===== config.mk =====
export PLATFORM = sky130hd
export DESIGN_NAME = vbs_ctrl
export DESIGN_NICKNAME = d
export VERILOG_FILES = /design/src/rtl/vbs_pkg.sv /design/src/rtl/vbs_ctrl.sv
export SDC_FILE = /design/constraint.sdc
export NUM_CORES = 1
export LEC_CHECK = 0
export BUFFER_PORTS_ARGS = -buffer_cell sky130_fd_sc_hd__buf_2
export CORE_AREA = 5 5 42 44
export DETAILED_ROUTE_END_ITERATION = 6
export DIE_AREA = 0 0 47 49
export GPL_ROUTABILITY_DRIVEN = 0
export GPL_TIMING_DRIVEN = 0
export PLACE_DENSITY = 0.52
export SETUP_SLACK_MARGIN = 0.3
export SYNTH_ARGS = -nofsm -noshare
export SYNTH_HDL_FRONTEND = slang
export SYNTH_SLANG_ARGS = --single-unit

===== constraint.sdc =====
create_clock -name clk -period 1.05 [get_ports clk]
set_clock_uncertainty 0.2 [all_clocks]
set_input_delay 0.105 -clock clk [delete_from_list [all_inputs] [get_ports clk]]
set_output_delay 0.105 -clock clk [all_outputs]
set_load 0.03 [all_outputs]

===== src/rtl/vbs_pkg.sv =====
// Shared constants, codes and controller/datapath handshake structs
// for the packed voxel bit store. No dependencies.
`timescale 1ns / 1ps

package vbs_pkg;

  localparam int WORD_COUNT = 131072;
  localparam int ADDR_W     = $clog2(WORD_COUNT);
  localparam int DATA_W     = 32;
  localparam int COORD_W    = 10;
  localparam int CFG_W      = 11;
  localparam int CFG_IDX_W  = 2;

  localparam logic [CFG_W-1:0] CFG_RESET = CFG_W'(256);

  localparam logic [CFG_IDX_W-1:0] REG_IMAGE_WIDTH  = CFG_IDX_W'(0);
  localparam logic [CFG_IDX_W-1:0] REG_IMAGE_HEIGHT = CFG_IDX_W'(1);
  localparam logic [CFG_IDX_W-1:0] REG_IMAGE_DEPTH  = CFG_IDX_W'(2);

  localparam logic CMD_READ  = 1'b0;
  localparam logic CMD_WRITE = 1'b1;

  typedef struct packed {
    logic clear;
    logic load;
    logic mul1;
    logic mul2;
    logic addr;
    logic rd;
    logic finish;
  } vbs_cmd_t;

  typedef struct packed {
    logic clear_last;
  } vbs_sts_t;

endpackage


===== src/rtl/vbs_ctrl.sv =====
// Sequencer for the voxel store: clearing pass, address steps, read-modify-write.
// Depends on vbs_pkg.
`timescale 1ns / 1ps

module vbs_ctrl import vbs_pkg::*; (
  input  logic     clk,
  input  logic     rst_n,
  input  logic     start,
  output logic     busy,
  output vbs_cmd_t cmd,
  input  vbs_sts_t sts
);

  typedef enum logic [2:0] {
    ST_CLEAR,
    ST_IDLE,
    ST_MUL1,
    ST_MUL2,
    ST_ADDR,
    ST_READ,
    ST_WAIT
  } state_t;

  state_t state_r, state_nxt;
  logic   busy_r;

  always_comb begin
    state_nxt = state_r;
    case (state_r)
      ST_CLEAR: if (sts.clear_last) state_nxt = ST_IDLE;
      ST_IDLE:  if (start) state_nxt = ST_MUL1;
      ST_MUL1:  state_nxt = ST_MUL2;
      ST_MUL2:  state_nxt = ST_ADDR;
      ST_ADDR:  state_nxt = ST_READ;
      ST_READ:  state_nxt = ST_WAIT;
      ST_WAIT:  state_nxt = ST_IDLE;
      default:  state_nxt = ST_IDLE;
    endcase
  end

  always_ff @(posedge clk) begin
    if (!rst_n) begin
      state_r <= ST_CLEAR;
      busy_r  <= 1'b1;
    end else begin
      state_r <= state_nxt;
      busy_r  <= (state_nxt != ST_IDLE);
    end
  end

  always_comb begin
    cmd        = '0;
    cmd.clear  = (state_r == ST_CLEAR);
    cmd.load   = (state_r == ST_IDLE) && start;
    cmd.mul1   = (state_r == ST_MUL1);
    cmd.mul2   = (state_r == ST_MUL2);
    cmd.addr   = (state_r == ST_ADDR);
    cmd.rd     = (state_r == ST_READ);
    cmd.finish = (state_r == ST_WAIT);
  end

  assign busy = busy_r;

endmodule


==> results.json <==
{
  "instances_no_fill": 65,
  "fraction_of_layout_instances_using_a_drive_strength_above_1": 0.878,
  "fill_cells": 144,
  "grt_start_max_net_pins": 9,
  "power_report.internal_total_uw": 448,
  "power.share.combinational": 0.440,
  "post_synth.cell_area_avg_um2": 10.7,
  "rsz_0062_raised_after_global_routing": "true",
  "cts_sinks": 4,
  "die_width_um": 47,
  "io_buffer_count": 11,
  "max_freq_mhz": 693,
  "synth_seq_cells": 4,
  "dp.cells": 53,
  "report.final.hold_viol_count": 4,
  "p_leak_uw": 0.000257,
  "core_um2": 1400,
  "part_of_the_total_power_dissipated_in_sequential_elements": 0.271,
  "yosys.cell_types.count": 19,
  "first_pass_grt_wire_length_um": 1300,
  "cts_tree": "yes",
  "cellPowerDensity_nw_per_um2": 1090,
  "route.antenna.remaining_nets": 0,
  "worst_hold_path_type": "in2reg",
  "floorplan.initialDensity": 0.199,
  "drt-wirelength-per-cell_um": 11.2,
  "maxSlewHeadroom": 0.833,
  "switchingPower_uw": 206,
  "violated_checks": "negative hold slack, negative setup slack",
  "cts-root-to-sink-buffers": 2,
  "crit_path_max_fanout": 7,
  "cp_data_required_time_ps": 740,
  "synthCells": 26,
  "initialDrtViolationCount": 1,
  "max-cap-violations": 0,
  "antenna_cells": 0,
  "avgViaCountPerCell": 4.31,
  "critPathKind": "reg2out",
  "drt-met1-wl_um": 276,
  "setup.worst_path.start_class": "flop",
  "finalWorstSetupSlack_ps": -393,
  "cp_data_arrival_time_ps": 1140,
  "synthesis.nets": 30,
  "grt_overflow_total": 0,
  "power_switching_share": 0.314,
  "timing_worst_slew_pin_value_ps": 250,
  "setup-tns-final_ps": -3080,
  "finish.instance_area_um2": 601,
  "detail_route.drc_violations": 0,
  "timing.critical_path.to_type": "output pin",
  "first_global_vias": 305,
  "drv_slew": 0,
  "clk_latency_ps": 230,
  "clk_pin_slew_ps": 40,
  "placed_cell_area_um2": 402,
  "floorplan.die_area_um2": 2300,
  "dpl_worst_slack_ps": -206,
  "design_power_total_uw": 654,
  "clockPowerShare": 0.289,
  "timing.final.crit_share": 1.37,
  "met3WireLength_um": 51,
  "dr_wl_met2_um": 389,
  "timing.final.setup_violations": 11,
  "syn2layout_area_growth_pct": 115,
  "r2r_cells": 4,
  "number_of_antenna_violations_at_the_first_check_in_global_routing": 0,
  "worst_ir_drop_vdd_mv": 0.681,
  "fp-row-count": 14,
  "nets": 55,
  "layout_common_cells": "sky130_fd_sc_hd__buf_6, sky130_fd_sc_hd__buf_4",
  "commonest_non_fill_non_tap_cell_in_the_layout": "sky130_fd_sc_hd__buf_6",
  "detail_route.wirelength_um": 727,
  "die_ht_um": 49,
  "dr.max_layer_used": "met4",
  "timing.final.crit_period_ps": 1440,
  "detail_route.first_pass.iterations": 2,
  "cts_htree_levels": 1,
  "clock_tree.root_cell": "sky130_fd_sc_hd__clkbuf_4",
  "hold-worst-slack_ps": -98.3,
  "design.portCount": 12,
  "outcome": "complete, but fails checks",
  "routed-via-count": 280,
  "timing.hold.worst_path_depth": 2,
  "track_usage": 0.0802,
  "synthesis.area_um2": 279,
  "synthesis.yosys.warnings": 0,
  "synth_sequential_area_ratio": 0.287,
  "num_cts_buffers": 3
}
registers in the layout, summed over array words and instances (netlist names):
signal,flops
state_r,3
busy,1
stage by stage:
stage           util  hold WS, ps
2_1_floorplan      -        -15.1
3_3_place_gp   0.287          143
3_5_place_dp   0.287          135
4_1_cts        0.404         -111
5_1_grt        0.429         -104
6_report       0.429        -98.3
power by group through the flow:
stage	Sequential (uW)	Clock [uW]	Combinational (uW)
floorplan	188	0	147
global placement	179	0	195
detailed placement	179	0	194
CTS	176	198	273
global route	178	214	305
finish	177	189	288
final timing paths:
check	startpoint	to	slack [ps]
setup / recovery	state_r[2]	cmd[5]	-390
hold / removal	rst_n	busy	-100
setup reg to reg	state_r[2]	busy	-270
hold reg to reg	state_r[0]	busy	520
final cells by class:
| cell class | count | area, um^2 | area share |
|---|---|---|---|
| Buffer | 3 | 45.0 | 0.0750 |
| Multi-Input combinational cell | 19 | 245 | 0.408 |
| Tap cell | 16 | 20.0 | 0.0333 |
| Timing Repair Buffer | 20 | 180 | 0.300 |
| Clock buffer | 3 | 22.5 | 0.0375 |
| Sequential cell | 4 | 87.6 | 0.146 |
synth_stat cells:
library cell | count | share of area
sky130_fd_sc_hd__nand2_1 | 1 | 0.013
sky130_fd_sc_hd__and3b_1 | 1 | 0.031
sky130_fd_sc_hd__o21a_1 | 2 | 0.054
sky130_fd_sc_hd__buf_6 | 3 | 0.12
sky130_fd_sc_hd__nor4_2 | 1 | 0.045
sky130_fd_sc_hd__nor3_1 | 1 | 0.018
sky130_fd_sc_hd__nor4bb_1 | 1 | 0.036
sky130_fd_sc_hd__nor3b_2 | 1 | 0.045
sky130_fd_sc_hd__and3b_2 | 1 | 0.036
sky130_fd_sc_hd__a2111oi_2 | 1 | 0.054
sky130_fd_sc_hd__nor2b_1 | 1 | 0.022
sky130_fd_sc_hd__nor2_1 | 2 | 0.027
sky130_fd_sc_hd__nor2_2 | 1 | 0.022
sky130_fd_sc_hd__and2_0 | 1 | 0.022
sky130_fd_sc_hd__nor3b_4 | 1 | 0.067
sky130_fd_sc_hd__nor4b_2 | 1 | 0.054
sky130_fd_sc_hd__nor3b_1 | 1 | 0.027
sky130_fd_sc_hd__o21ai_1 | 1 | 0.018
sky130_fd_sc_hd__dfxtp_1 | 4 | 0.29
worst max-delay path: stages (launching register included):
cell                       delay, ps
sky130_fd_sc_hd__dfxtp_4         340
sky130_fd_sc_hd__buf_8           130
sky130_fd_sc_hd__nor4bb_4        240
sky130_fd_sc_hd__buf_4           190
cells by family after synthesis:
logic type	synth area share
AND/OR/NAND/NOR	0.466
flip-flops	0.287
buffers and inverters	0.121
AO/OA/AOI/OAI	0.126
metal layers:
layer | GRT usage | up-vias
met3 | 0.0258 | 2
li1 | - | 140
met2 | 0.120 | 8
met4 | 0.0691 | 0
met1 | 0.0855 | 130
met5 | 0 | -
what timing repair did:
item | 4_1_cts | 5_1_grt
gates resized for setup | 24 | 5
hold endpoints to repair | 4 | 4
cloned | 0 | 0
setup buffers | 7 | 2
setup endpoints to repair | 12 | 12
pin swaps | 7 | 6
(Power assumes the default switching activity.)
